`src/sv/tgad_pkg.sv`:
```
// Shared types and constants for the TGA run-length pixel decoder.
package tgad_pkg;

  localparam logic [1:0] CFG_BYTES_PER_PIXEL = 2'd0;
  localparam logic [1:0] CFG_RUN_LENGTH_MODE = 2'd1;
  localparam logic [1:0] CFG_PIXEL_TOTAL     = 2'd2;

  localparam logic [6:0] HDR_COUNT_MASK = 7'h7F;
  localparam int unsigned HDR_RUN_BIT   = 7;

  typedef struct packed {
    logic [2:0]  bytes_per_pixel;
    logic        run_length_mode;
    logic [31:0] pixel_total;
  } cfg_t;

  typedef struct packed {
    logic        phase;
    logic        packet_is_run;
    logic [7:0]  pixels_left;
    logic [1:0]  comp_idx;
    logic [23:0] colour_hold;
    logic [31:0] pixels_done;
  } dec_state_t;

  typedef struct packed {
    logic [7:0] red;
    logic [7:0] green;
    logic [7:0] blue;
    logic [7:0] alpha;
    logic [7:0] repeat_count;
    logic       image_last;
    logic       overrun;
  } pix_res_t;

endpackage

```
`src/sv/tgad_step.sv`:
```
// Next-state and result logic for one stream byte of the TGA decoder.
module tgad_step import tgad_pkg::*; (
  input  cfg_t       cfg_i,
  input  dec_state_t state_i,
  input  logic [7:0] byte_i,
  output dec_state_t state_o,
  output logic       emit_o,
  output pix_res_t   res_o
);

  logic              is_hdr;
  logic [1:0]        last_comp;
  logic [3:0][7:0]   comp;
  logic [7:0]        req;
  logic [32:0]       diff;
  logic [31:0]       remaining;
  logic              rem_small;
  logic [7:0]        cnt;
  logic              over;
  logic              last;
  logic [7:0]        left_n;

  always_comb begin
    unique case (cfg_i.bytes_per_pixel)
      3'd0, 3'd1: last_comp = 2'd0;
      3'd2:       last_comp = 2'd1;
      3'd3:       last_comp = 2'd2;
      default:    last_comp = 2'd3;
    endcase
  end

  always_comb begin
    for (int k = 0; k < 4; k++) begin
      if (k < 3 && 2'(k) < state_i.comp_idx) begin
        comp[k] = state_i.colour_hold[8*(k%3) +: 8];
      end else begin
        comp[k] = 8'd0;
      end
    end
    comp[state_i.comp_idx] = byte_i;
  end

  always_comb begin
    if (cfg_i.run_length_mode && state_i.packet_is_run && state_i.pixels_left != 8'd0) begin
      req = state_i.pixels_left;
    end else begin
      req = 8'd1;
    end
    diff = {1'b0, cfg_i.pixel_total} - {1'b0, state_i.pixels_done};
    if (!diff[32] && diff[31:0] != 32'd0) begin
      remaining = diff[31:0];
    end else begin
      remaining = 32'd1;
    end
    rem_small = (remaining[31:8] == 24'd0);
    if (rem_small && req > remaining[7:0]) begin
      cnt  = remaining[7:0];
      over = 1'b1;
    end else begin
      cnt  = req;
      over = 1'b0;
    end
    last = rem_small && (cnt == remaining[7:0]);
  end

  always_comb begin
    is_hdr  = cfg_i.run_length_mode && !state_i.phase;
    state_o = state_i;
    emit_o  = 1'b0;
    res_o   = '0;
    left_n  = state_i.pixels_left;
    if (is_hdr) begin
      state_o.packet_is_run = byte_i[HDR_RUN_BIT];
      state_o.pixels_left   = {1'b0, byte_i[6:0] & HDR_COUNT_MASK} + 8'd1;
      state_o.phase         = 1'b1;
      state_o.comp_idx      = 2'd0;
      state_o.colour_hold   = 24'd0;
    end else if (state_i.comp_idx < last_comp) begin
      state_o.colour_hold[8*state_i.comp_idx[1:0] +: 8] = byte_i;
      state_o.comp_idx = state_i.comp_idx + 2'd1;
    end else begin
      emit_o = 1'b1;
      res_o.overrun = over;
      if (cfg_i.run_length_mode) begin
        if (state_i.packet_is_run) begin
          left_n = 8'd0;
        end else begin
          if (last && state_i.pixels_left > 8'd1) begin
            res_o.overrun = 1'b1;
          end
          if (state_i.pixels_left != 8'd0) begin
            left_n = state_i.pixels_left - 8'd1;
          end
        end
        if (left_n == 8'd0) begin
          state_o.phase = 1'b0;
        end
      end
      state_o.pixels_left = left_n;
      if (last) begin
        state_o.pixels_done = 32'd0;
        state_o.phase       = 1'b0;
        state_o.pixels_left = 8'd0;
      end else begin
        state_o.pixels_done = state_i.pixels_done + {24'd0, cnt};
      end
      state_o.comp_idx    = 2'd0;
      state_o.colour_hold = 24'd0;
      if (last_comp == 2'd0) begin
        res_o.red = comp[0];
      end else begin
        res_o.red   = comp[2];
        res_o.green = comp[1];
        res_o.blue  = comp[0];
        res_o.alpha = comp[3];
      end
      res_o.repeat_count = cnt;
      res_o.image_last   = last;
    end
  end

endmodule

```
`src/sv/tga_rle_pixel_decoder.sv`:
```
// Top level of the TGA run-length pixel decoder: registers and handshakes.
//
// Channel  Direction  Handshake              Payload
// in       input      in_valid_i/in_ready_o  stream_byte_i
// out      output     out_valid_o/out_ready_i red, green, blue, alpha, repeat_count,
//                                            image_last, overrun
// cfg      input      cfg_valid_i/cfg_ready_o cfg_index_i, cfg_data_i
//
// One byte is taken per cycle unless a stalled result holds the input register; a byte that
// completes a pixel shows its item through the input register, then the result register.
// The decode state updates in one pass of the step logic behind the input register.
// Reset clears the decode state and loads the register defaults.
// A stalled result holds the input register only when that byte would emit.
module tga_rle_pixel_decoder import tgad_pkg::*; (
  input  logic        clk_i,
  input  logic        rst_ni,
  input  logic        cfg_valid_i,
  output logic        cfg_ready_o,
  input  logic [1:0]  cfg_index_i,
  input  logic [31:0] cfg_data_i,
  input  logic        in_valid_i,
  output logic        in_ready_o,
  input  logic [7:0]  stream_byte_i,
  output logic        out_valid_o,
  input  logic        out_ready_i,
  output logic [7:0]  red_o,
  output logic [7:0]  green_o,
  output logic [7:0]  blue_o,
  output logic [7:0]  alpha_o,
  output logic [7:0]  repeat_count_o,
  output logic        image_last_o,
  output logic        overrun_o
);

  cfg_t       cfg_q;
  dec_state_t state_q, state_d;
  logic [7:0] byte_q;
  logic       byte_vld_q;
  logic       out_vld_q;
  pix_res_t   res_q, res_d;
  logic       emit;
  logic       advance;

  tgad_step u_step (
    .cfg_i   (cfg_q),
    .state_i (state_q),
    .byte_i  (byte_q),
    .state_o (state_d),
    .emit_o  (emit),
    .res_o   (res_d)
  );

  assign advance     = byte_vld_q && (!emit || !out_vld_q || out_ready_i);
  assign in_ready_o  = !byte_vld_q || advance;
  assign cfg_ready_o = 1'b1;

  always_ff @(posedge clk_i or negedge rst_ni) begin
    if (!rst_ni) begin
      cfg_q.bytes_per_pixel <= 3'd3;
      cfg_q.run_length_mode <= 1'b1;
      cfg_q.pixel_total     <= 32'd1;
    end else if (cfg_valid_i) begin
      unique case (cfg_index_i)
        CFG_BYTES_PER_PIXEL: cfg_q.bytes_per_pixel <= cfg_data_i[2:0];
        CFG_RUN_LENGTH_MODE: cfg_q.run_length_mode <= cfg_data_i[0];
        CFG_PIXEL_TOTAL:     cfg_q.pixel_total     <= cfg_data_i;
        default: ;
      endcase
    end
  end

  always_ff @(posedge clk_i or negedge rst_ni) begin
    if (!rst_ni) begin
      state_q    <= '0;
      byte_vld_q <= 1'b0;
      out_vld_q  <= 1'b0;
    end else begin
      if (advance) begin
        state_q <= state_d;
      end
      if (in_valid_i && in_ready_o) begin
        byte_vld_q <= 1'b1;
      end else if (advance) begin
        byte_vld_q <= 1'b0;
      end
      if (advance && emit) begin
        out_vld_q <= 1'b1;
      end else if (out_ready_i) begin
        out_vld_q <= 1'b0;
      end
    end
  end

  always_ff @(posedge clk_i) begin
    if (in_valid_i && in_ready_o) begin
      byte_q <= stream_byte_i;
    end
    if (advance && emit) begin
      res_q <= res_d;
    end
  end

  assign out_valid_o    = out_vld_q;
  assign red_o          = res_q.red;
  assign green_o        = res_q.green;
  assign blue_o         = res_q.blue;
  assign alpha_o        = res_q.alpha;
  assign repeat_count_o = res_q.repeat_count;
  assign image_last_o   = res_q.image_last;
  assign overrun_o      = res_q.overrun;

`ifndef SYNTHESIS
  a_count_nonzero: assert property (@(posedge clk_i) disable iff (!rst_ni)
    out_vld_q |-> res_q.repeat_count != 8'd0)
    else $error("Emitted item has a zero repeat count.");

  a_overrun_is_last: assert property (@(posedge clk_i) disable iff (!rst_ni)
    out_vld_q && res_q.overrun |-> res_q.image_last)
    else $error("Overrun flagged on an item that does not end the image.");

  a_left_bounded: assert property (@(posedge clk_i) disable iff (!rst_ni)
    state_q.pixels_left <= 8'd128)
    else $error("Packet pixel count exceeds the header maximum.");

  a_held_byte: assert property (@(posedge clk_i) disable iff (!rst_ni)
    byte_vld_q && !advance |=> byte_vld_q && $stable(byte_q))
    else $error("Stalled input byte was lost or changed.");
`endif

endmodule

```
`config.mk`:
```
export PLATFORM = sky130hd
export DESIGN_NAME = tga_rle_pixel_decoder
export DESIGN_NICKNAME = d
export VERILOG_FILES = /design/src/sv/tgad_pkg.sv /design/src/sv/tgad_step.sv /design/src/sv/tga_rle_pixel_decoder.sv
export SDC_FILE = /design/constraint.sdc
export NUM_CORES = 1
export LEC_CHECK = 0
export ABC_AREA = 1
export BUFFER_PORTS_ARGS = -buffer_cell sky130_fd_sc_hd__buf_4
export CAP_MARGIN = 20
export CORE_MARGIN = 4
export CORE_UTILIZATION = 35
export CTS_BUF_LIST = sky130_fd_sc_hd__clkbuf_16
export CTS_CLUSTER_DIAMETER = 30
export DETAILED_ROUTE_END_ITERATION = 10
export GPL_TIMING_DRIVEN = 1
export PLACE_DENSITY_LB_ADDON = 0.05
export SLEW_MARGIN = 20
export SYNTH_ARGS = -nofsm -noshare
export SYNTH_HDL_FRONTEND = slang
export SYNTH_SLANG_ARGS = --single-unit
```
`constraint.sdc`:
```
create_clock -name clk_i -period 19.75 [get_ports clk_i]
set_clock_uncertainty 0.1 [all_clocks]
set_input_delay 3.95 -clock clk_i [delete_from_list [all_inputs] [get_ports clk_i]]
set_output_delay 3.95 -clock clk_i [all_outputs]
set_load 0.05 [all_outputs]
```
# Word level (Yosys, flattened, before mapping)
# Cells that the tools add are included.
dict set report totals {
  register_bits 156
  input_bits 47
  word_cells 122
}
dict set report op_classes {
  n_addsub 6
  n_lt_le_gt_ge 8
  n_eq_ne 7
  shift 2
  n_mux 38
  n_bitwise 2
  reduce_logical 40
}
# cell n
set ops {}
lappend ops {{$mux 8} 15}
lappend ops {{$mux 32} 2}
lappend ops {{$mux 34} 1}
lappend ops {{$neg 5->34} 1}
lappend ops {{$shift 8x34->24 const A} 1}
lappend ops {{$shiftx 8x34->24} 1}
lappend ops {{$sub 32x32->33} 1}
lappend ops {{$add 32x8->32} 1}
lappend ops {{$bwmux 32} 1}
lappend ops {{$reduce_bool 32->1} 1}
lappend ops {{$mux 26} 1}
lappend ops {{$bwmux 24} 1}
lappend ops {{$logic_not 24->1} 1}
lappend ops {{$demux 8 s2} 1}
lappend ops {{$mux 1} 15}
lappend ops {{$logic_and 1x1->1} 11}
lappend ops {{$add 7x1->8 const B} 1}
lappend ops {{$eq 8x8->1} 1}
lappend ops {{$gt 8x1->1 const B} 1}
lappend ops {{$gt 8x8->1} 1}
lappend ops {{$logic_not 8->1} 1}
lappend ops {{$reduce_and 2->1} 4}
lappend ops {{$reduce_bool 8->1} 1}
lappend ops {{$sub 8x1->8 const B} 1}
lappend ops {{other kinds (23)} 37}

# Depth between registers and ports, before layout
# Gate-level depths: netlist of the first run.
dict set report logic_depth {
  word_depth 13
  depth_mapped 53
  ltp_nobuf 51
}

# Cells and area by module
# A second synthesis of the first run with hierarchy kept.
dict set report unflattened {
  hier_cells 1823
  hier_area_um2 12170.4
}
# module instances cells_per_inst area_per_inst_um2 seq_area_each_um2
set by_module_without_submodules {}
lappend by_module_without_submodules {tgad_step 1 1313 6487.5 0.0}
lappend by_module_without_submodules {tga_rle_pixel_decoder 1 510 5683.0 4159.0}

# Worst setup path after synthesis of the first run
# Ideal clock, no wire load.
dict set report synth_timing {
  kind {in2out}
  from {input out_ready_i}
  to {output in_ready_o}
  arrival_time_ps 4504
  path_slack_ps 11196
  stages 2
  n_path_buf 0
  cell_sequence {nor2_1 > nand3_1}
}
dict set report synth_between {
  elab_chain_len 3
}
# element line_no
set synth_rtl {}
lappend synth_rtl {{from (decl)} tga_rle_pixel_decoder.sv:25} ;# input logic out_ready_i,
lappend synth_rtl {{$logic_or 1x1->1} tga_rle_pixel_decoder.sv:53} ;# assign advance = byte_vld_q && (!emit || !out_vld_q || out_ready_i);
lappend synth_rtl {{$logic_and 1x1->1} tga_rle_pixel_decoder.sv:53}
lappend synth_rtl {{$logic_or 1x1->1} tga_rle_pixel_decoder.sv:54} ;# assign in_ready_o = !byte_vld_q || advance;
lappend synth_rtl {{to (decl)} tga_rle_pixel_decoder.sv:22} ;# output logic in_ready_o,
# No other way between the ends.

# Worst setup path after layout of the first run
# Ends and elaborated chain as after synthesis.

==> results of run 1 <==
## cell usage after synthesis (3+ instances only)
cell / count
sky130_fd_sc_hd__nand3_2: 4
sky130_fd_sc_hd__inv_1: 273
sky130_fd_sc_hd__nand4_1: 14
sky130_fd_sc_hd__clkbuf_1: 18
sky130_fd_sc_hd__edfxtp_1: 50
sky130_fd_sc_hd__dfrtp_1: 102
sky130_fd_sc_hd__buf_6: 5
sky130_fd_sc_hd__o32ai_1: 5
sky130_fd_sc_hd__nor4_1: 7
sky130_fd_sc_hd__and2_1: 5
sky130_fd_sc_hd__xnor2_1: 5
sky130_fd_sc_hd__inv_2: 5
sky130_fd_sc_hd__a211oi_1: 8
sky130_fd_sc_hd__nand2_1: 426
sky130_fd_sc_hd__ha_1: 58
sky130_fd_sc_hd__mux2_2: 29
sky130_fd_sc_hd__nor2_1: 151
sky130_fd_sc_hd__nand2_2: 8
sky130_fd_sc_hd__nand3_1: 95
sky130_fd_sc_hd__a21oi_1: 66
sky130_fd_sc_hd__a21o_1: 3
sky130_fd_sc_hd__nor2_2: 6
sky130_fd_sc_hd__nor3_2: 13
sky130_fd_sc_hd__o21ai_0: 42
sky130_fd_sc_hd__o211a_1: 5
sky130_fd_sc_hd__xor2_1: 19
sky130_fd_sc_hd__dfstp_2: 4
sky130_fd_sc_hd__o31ai_1: 8
sky130_fd_sc_hd__nor3_1: 30
## critical path, stage by stage
cell and delay [ps]:
sky130_fd_sc_hd__buf_4 110, sky130_fd_sc_hd__nor2_1 150, sky130_fd_sc_hd__nand3_1 140, sky130_fd_sc_hd__buf_4 240
## worst max path at each step
stage                           start           to  slack [ps]  cells past startpoint
after global routing         cfg_q[0]  state_q[31]       10790                     43
after global placement    out_ready_i   in_ready_o       11130                      4
final                     out_ready_i   in_ready_o       11110                      4
after CTS                 out_ready_i   in_ready_o       11100                      4
after detailed placement  out_ready_i   in_ready_o       11110                      4
after floorplan           out_ready_i   in_ready_o       11200                      2
## layout make-up
cell class	count	area, um2
Fill cell	3233	18000
Inverter	281	1056
Tap cell	396	495.5
Multi-Input combinational cell	1026	5438
Sequential cell	156	4159
Clock buffer	17	425.4
Clock inverter	15	197.7
Timing Repair Buffer	95	733.2
## routing by layer
| layer | wire (um) | global-route usage |
|---|---|---|
| met3 | 969 | 0.02829 |
| met5 | 0 | 0 |
| met2 | 13890 | 0.3073 |
| met4 | 512 | 0.05413 |
| met1 | 14050 | 0.2413 |
## stage by stage
stage | hold slack (ps) | total power (W) | util | setup WS (ps) | cell area (um2)
6_report | 387.0 | 0.001830 | 0.4099 | 11110 | 12500
5_1_grt | 396.6 | 0.002014 | 0.4099 | 10790 | 12500
4_1_cts | 387.3 | 0.001853 | 0.4087 | 11100 | 12470
3_5_place_dp | 370.0 | 0.001500 | 0.3883 | 11110 | 11850
3_3_place_gp | 361.2 | 0.001493 | 0.3883 | 11130 | 11850
2_1_floorplan | 341.6 | 0.001247 | - | 11200 | 10800
## registers in the layout (all words and copies together), names as in the netlist, 8 cells and up
register        cells
green_o             8
blue_o              8
state_q            68
cfg_q              36
byte_q              8
alpha_o             8
red_o               8
repeat_count_o      8
## power groups by stage
| stage | Clock, W | Combinational, W | Sequential, W |
|---|---|---|---|
| 2_1_floorplan | 0 | 0.000674 | 0.000573 |
| 3_3_place_gp | 0 | 0.00101 | 0.000483 |
| 3_5_place_dp | 0 | 0.00102 | 0.000484 |
| 4_1_cts | 0.000354 | 0.00102 | 0.000479 |
| 5_1_grt | 0.000369 | 0.00116 | 0.000487 |
| 6_report | 0.000342 | 0.00101 | 0.000478 |
## kinds of logic (layout without fill, tap and decap cells)
family,after synthesis,after routing,synth area share
flops,156,156,0.3849
compound gates,145,145,0.07690
other cells,1,1,0.0003471
buf+inv,308,408,0.1122
simple gates,767,767,0.3050
xor+xnor,24,24,0.01946
fa+ha+maj,60,60,0.07087
mux,29,29,0.03023
==> flow_metrics.env, run 1 <==
export IMPL_report_final_hold_viol_count=0
export IMPL_starting_density_of_the_core=0.3541
export IMPL_worst_hold_path_num_cells=2
export IMPL_globalRouteTotalUtil=0.1817
export IMPL_setup_tns_final_ps=0
export IMPL_post_cts_hold_buffer_count=0
export IMPL_power_leakage_nw=6.466
export IMPL_yosys_cell_types_count=49
export IMPL_overflow=0
export IMPL_cts_htree_levels=4
export IMPL_area_of_the_core_region_um2=30510
export IMPL_grt_setup_unrepaired="false"
export IMPL_power_sequential_fraction=0.261
export IMPL_num_vias=9385
export IMPL_r2r_start="cfg_q[0]"
export IMPL_ys_flop_type="sky130_fd_sc_hd__dfrtp_1"
export IMPL_share_comb_of_total_power=0.552
export IMPL_cp_start_kind="primary input"
export IMPL_worstMarginPinSlew_ps=946.7
export IMPL_worstSkewPairLatency_ps=450
export IMPL_power_report_internal_total_w=0.0009243
export IMPL_grt_pass1_vias=9373
export IMPL_postSynthRegisterBits=156
export IMPL_postSynth_asyncResetShare=0.6795
export IMPL_routed_wl_um=29420
export IMPL_numPortBuffers=90
export IMPL_finalCritPeriodShare=0.4374
export IMPL_finalNonFillerCells=1986
export IMPL_detail_route_wl_per_cell_um=14.82
export IMPL_grt_max_degree=67
export IMPL_sink_of_the_worst_hold_path="state_q[41]"
export IMPL_layout_cells_most_common="sky130_fd_sc_hd__nand2_1"
export IMPL_mostFrequentLayoutCells="sky130_fd_sc_hd__nand2_1 (426), sky130_fd_sc_hd__inv_1 (272), sky130_fd_sc_hd__nor2_1 (151)"
export IMPL_result_of_the_run="complete, no violations"
export IMPL_worst_endpoint_arrival_ps=4590
export IMPL_max_cap_violations=0
export IMPL_ys_seq_area_frac=0.3849
export IMPL_dpl_hpwl_um=23010
export IMPL_insertedDiodeCount=0
export IMPL_synthesis_area_per_instance_um2=7.251
export IMPL_rr_worst_depth=43
export IMPL_pin_count=92
export IMPL_mappedNetlistNets=1597
export IMPL_synth_area_um2=10800
export IMPL_netSwitchingFraction=0.4950
export IMPL_yosys_area_top_type_share=0.2362
export IMPL_timing_hold_worst_start="state_q[41]"
export IMPL_drc=0
export IMPL_yosysTopAreaCell="sky130_fd_sc_hd__dfrtp_1"
export IMPL_cts_buffers=17
export IMPL_synth_warnings=0
export IMPL_routed_via_density=4.726
export IMPL_tritoncts="done"
export IMPL_worstPathMaxFanout=3
export IMPL_edff_count_synth=50
export IMPL_area_growth_synth_to_final_pct=15.74
export IMPL_placer_s_final_routability_congestion_estimate=0.8582
export IMPL_synth_top_cells_by_area="sky130_fd_sc_hd__dfrtp_1 (24%), sky130_fd_sc_hd__nand2_1 (15%), sky130_fd_sc_hd__edfxtp_1 (14%)"
export IMPL_die_height_um=183.7
export IMPL_maxClockFrequency_mhz=115.7
export IMPL_power_clock_fraction=0.187
export IMPL_r2r_end="state_q[31]"
export IMPL_switchingPower_w=0.0009060
export IMPL_final_max_slew_violation_count=0
export IMPL_worst_setup_path_type="primary input to primary output"
export IMPL_cts_buffer_depth=2
export IMPL_final_min_period_ps=8640
export IMPL_die_x_um=183.7
export IMPL_grt_antenna_before_repair=0
export IMPL_dr_pass1_iterations=5
export IMPL_drt_first_iter_violations=432
export IMPL_cp_end_kind="primary output"
export IMPL_worst_endpoint_required_time_ps=15700
export IMPL_cellPowerDensity_nw_per_um2=146.4
export IMPL_die_area_um2=33740
export IMPL_numPlacedInstances=1952
export IMPL_syn_inst=1490
export IMPL_drive_gt1_frac=0.1270
export IMPL_timing_reg2reg_setup_slack_ps=11890
export IMPL_clock_sinks=156
export IMPL_post_cts_resize_count=0
export IMPL_route_antenna_remaining_nets=0
export IMPL_design_final_nets=1684
export IMPL_finalSetupViolations=0
export IMPL_grt_pass1_wl_um=48750
export IMPL_cts_setup_buffers=0
export IMPL_worst_ir_drop_vdd_v=0.00008004
export IMPL_clk_pin_slew_ps=70
export IMPL_rows=64
export IMPL_worstHoldPathType="register to register"
export IMPL_cts_root_buffer_cell="sky130_fd_sc_hd__clkbuf_16"
export IMPL_slew_limit_headroom=0.3688
Note: power is estimated with default switching activity, not from simulation.
==> run 2, diff against run 1 <==
--- a/config.mk
+++ b/config.mk
@@ -5,7 +5,7 @@
 export SDC_FILE = /design/constraint.sdc
 export NUM_CORES = 1
 export LEC_CHECK = 0
-export ABC_AREA = 1
+export ABC_AREA = 0
 export BUFFER_PORTS_ARGS = -buffer_cell sky130_fd_sc_hd__buf_4
 export CAP_MARGIN = 20
 export CORE_MARGIN = 4
==> constraint.sdc (replaced) <==
create_clock -name clk_i -period 7.37 [get_ports clk_i]
set_clock_uncertainty 0.1 [all_clocks]
set_input_delay 1.474 -clock clk_i [delete_from_list [all_inputs] [get_ports clk_i]]
set_output_delay 1.474 -clock clk_i [all_outputs]
set_load 0.05 [all_outputs]
==> run 2 against run 1 <==
  * Combinational power increased by 140%
  * Via count shrank 12%
  * Die area shrank 7.2%
  * Count of clock-buffer cells in the layout unchanged
  * Worst hold slack lost 5.8 ps
  * Register-to-register slack worse by 12000 ps
  * Utilization rose by 2.1 points
  * Critical path depth up 32
  * Critical path type is now register to register
  * Critical endpoint is now state_q[19]
==> flow_metrics.env, run 2 <==
export IMPL_dr_pass1_iterations=5
export IMPL_grt_pass1_wl_um=44970
export IMPL_die_area_um2=31310
export IMPL_syn_inst=1061
export IMPL_synth_area_um2=9991
export IMPL_rows=61
export IMPL_worst_setup_path_type="register to register"
export IMPL_num_vias=8263
export IMPL_worstHoldPathType="register to register"
export IMPL_critical_path_top_cell_by_count="sky130_fd_sc_hd__a21o_1"
export IMPL_pin_count=92
export IMPL_post_cts_hold_buffer_count=0
export IMPL_clk_pin_slew_ps=70
export IMPL_worst_endpoint_arrival_ps=7210
export IMPL_worst_endpoint_required_time_ps=7580
export IMPL_mostFrequentLayoutCells="sky130_fd_sc_hd__buf_4 (137), sky130_fd_sc_hd__nor2_1 (109), sky130_fd_sc_hd__nand2_1 (109)"
export IMPL_drt_first_iter_violations=548
export IMPL_place_area_um2=11250
export IMPL_finalSetupViolations=0
export IMPL_cts_buffers=17
export IMPL_synth_top_cells_by_area="sky130_fd_sc_hd__dfrtp_1 (26%), sky130_fd_sc_hd__edfxtp_1 (15%), sky130_fd_sc_hd__ha_1 (7.3%)"
export IMPL_yosys_area_top_type_share=0.2555
export IMPL_cp_start_kind="register"
export IMPL_final_min_period_ps=6999
export IMPL_globalRouteTotalUtil=0.1820
export IMPL_result_of_the_run="complete, no violations"
export IMPL_filler_cell_count=2827
export IMPL_cts_htree_levels=4
export IMPL_area_of_the_core_region_um2=27930
export IMPL_placer_s_final_routability_congestion_estimate=0.8650
export IMPL_cts_buffer_depth=2
export IMPL_synth_common_cells="sky130_fd_sc_hd__nand2_1 (110), sky130_fd_sc_hd__nor2_1 (110), sky130_fd_sc_hd__dfrtp_1 (102)"
export IMPL_cpMaxStageDelayCell="sky130_fd_sc_hd__dfstp_2"
export IMPL_drive_gt1_frac=0.2123
export IMPL_worst_ir_drop_vdd_v=0.0002366
export IMPL_numPortBuffers=90
export IMPL_largest_register="state_q"
export IMPL_ys_seq_area_frac=0.4163
export IMPL_worstPathMaxFanout=8
export IMPL_die_x_um=177.0
export IMPL_maxClockFrequency_mhz=142.9
export IMPL_cp_top_family="compound AO/OA/AOI/OAI gates"
export IMPL_yosys_cell_types_count=75
export IMPL_worstMarginPinSlew_ps=882.7
export IMPL_detail_route_wl_per_cell_um=18.02
export IMPL_largest_reg_flops=68
export IMPL_slew_limit_headroom=0.4076
export IMPL_routed_wl_um=28200
export IMPL_insertedDiodeCount=0
export IMPL_finalCritPeriodShare=0.9497
export IMPL_drc=0
export IMPL_max_cap_violations=0
export IMPL_grt_pass1_vias=8154
export IMPL_critical_path_max_stage_delay_ps=530
export IMPL_top_regs="state_q: 68 flops, cfg_q: 36 flops"
export IMPL_finished_core_util=0.4308
export IMPL_postSynthRegisterBits=156
export IMPL_setup_tns_final_ps=0
export IMPL_postSynth_asyncResetShare=0.6795
export IMPL_routed_via_density=5.280
export IMPL_area_growth_synth_to_final_pct=20.46
export IMPL_starting_density_of_the_core=0.3577
export IMPL_design_final_nets=1281
export IMPL_die_height_um=177.0
export IMPL_grt_antenna_before_repair=0
export IMPL_power_leakage_nw=5.211
export IMPL_cellPowerDensity_nw_per_um2=384.9
export IMPL_synth_warnings=0
export IMPL_synthesis_area_per_instance_um2=9.416
export IMPL_cp_end_kind="register"
export IMPL_worstSkewPairLatency_ps=440
export IMPL_cts_root_buffer_cell="sky130_fd_sc_hd__clkbuf_16"
export IMPL_ys_flop_type="sky130_fd_sc_hd__dfrtp_1"
export IMPL_worst_path_buf_inv=5
export IMPL_edff_count_synth=50
export IMPL_fin_hold_ws_ps=381.2
export IMPL_route_antenna_remaining_nets=0
export IMPL_tritoncts="done"
export IMPL_mappedNetlistNets=1168
export IMPL_report_final_hold_viol_count=0
export IMPL_grt_max_degree=61
export IMPL_yosysTopAreaCell="sky130_fd_sc_hd__dfrtp_1"
export IMPL_clock_sinks=156
export IMPL_dpl_hpwl_um=21150
export IMPL_overflow=0
export IMPL_layout_cells_most_common="sky130_fd_sc_hd__buf_4"
export IMPL_postLayoutCellArea_um2=12040
export IMPL_final_max_slew_violation_count=0
## run 2: changes by cell type after synthesis, moves of 16 or more
cell	previous run	this run
sky130_fd_sc_hd__nand3_1	95	26
sky130_fd_sc_hd__a21oi_1	66	46
sky130_fd_sc_hd__nand2_1	426	110
sky130_fd_sc_hd__a21o_1	3	22
sky130_fd_sc_hd__mux2i_1	0	18
sky130_fd_sc_hd__a22o_1	0	16
sky130_fd_sc_hd__xnor2_1	5	37
sky130_fd_sc_hd__and3_1	0	16
sky130_fd_sc_hd__nor2_1	151	110
sky130_fd_sc_hd__inv_1	273	62
## run 2: power breakdown
part | switching (W) | internal, W
Clock | 0.000435 | 0.000457
Combinational | 0.00155 | 0.000916
Sequential | 0.000160 | 0.00111
Total | 0.00215 | 0.00248
## run 2: through the flow
stage | instances | setup WS (ps) | total power, W
after floorplan | 1061 | 543.2 | 0.002961
after global placement | 1526 | 105.7 | 0.003698
after detailed placement | 1526 | -3.840 | 0.003688
after CTS | 1558 | 27.46 | 0.004609
after global routing | 1565 | -30.87 | 0.004985
final | 1565 | 370.6 | 0.004632
## run 2: area by class of cell
type	count	area (um2)	area share
sequential	156	4159	0.3456
clock buffer	17	425.4	0.03535
timing repair buffer	139	1060	0.08806
clock inverter	15	172.7	0.01435
multi-input combinational	798	5513	0.4581
inverter	62	232.7	0.01934
tap	378	473.0	0.03930
## run 2: routing by layer
metal	up-vias	GRT usage	share of wire
li1	4079	-	-
met4	0	0.05190	0.017
met3	27	0.03098	0.035
met1	3995	0.2502	0.47
met5	-	0	0
met2	162	0.2968	0.48
## run 2: repair_timing
item,in CTS,in global routing
buffers inserted,0,7
resized for setup,2,23
pin swaps,0,6
endpoints found under the setup margin,12,23
## run 2: final timing paths
path / from / end / slack, ps / cells after the start
max: cfg_q[0] / state_q[19] / 370 / 36
min: state_q[36] / state_q[36] / 380 / 2
max reg2reg: cfg_q[0] / state_q[19] / 370 / 36
min reg2reg: state_q[36] / state_q[36] / 380 / 2
max in group asynchronous: rst_ni / state_q[49] / 4970 / 2
min in group asynchronous: rst_ni / cfg_q[7] / 940 / 1
## run 2: logic make-up after synthesis
logic type      Yosys count  synth area share
compound gates          269            0.1876
xor+xnor                 52           0.04559
simple gates            360            0.1689
flops                   156            0.4163
fa+ha+maj                60           0.07664
buf+inv                 107           0.04371
mux                      56           0.06086
other cells               1         0.0003753
## run 2: worst reg2reg max path, delay by kind of cell (launching register included)
kind | cells | cell delay, ps
AO/OA/AOI/OAI | 19 | 3360
adder cells (fa/ha/maj) | 4 | 1080
AND/OR/NAND/NOR | 6 | 910
flip-flops | 1 | 530
buffers and inverters | 5 | 490
multiplexers | 1 | 260
XOR/XNOR | 1 | 120
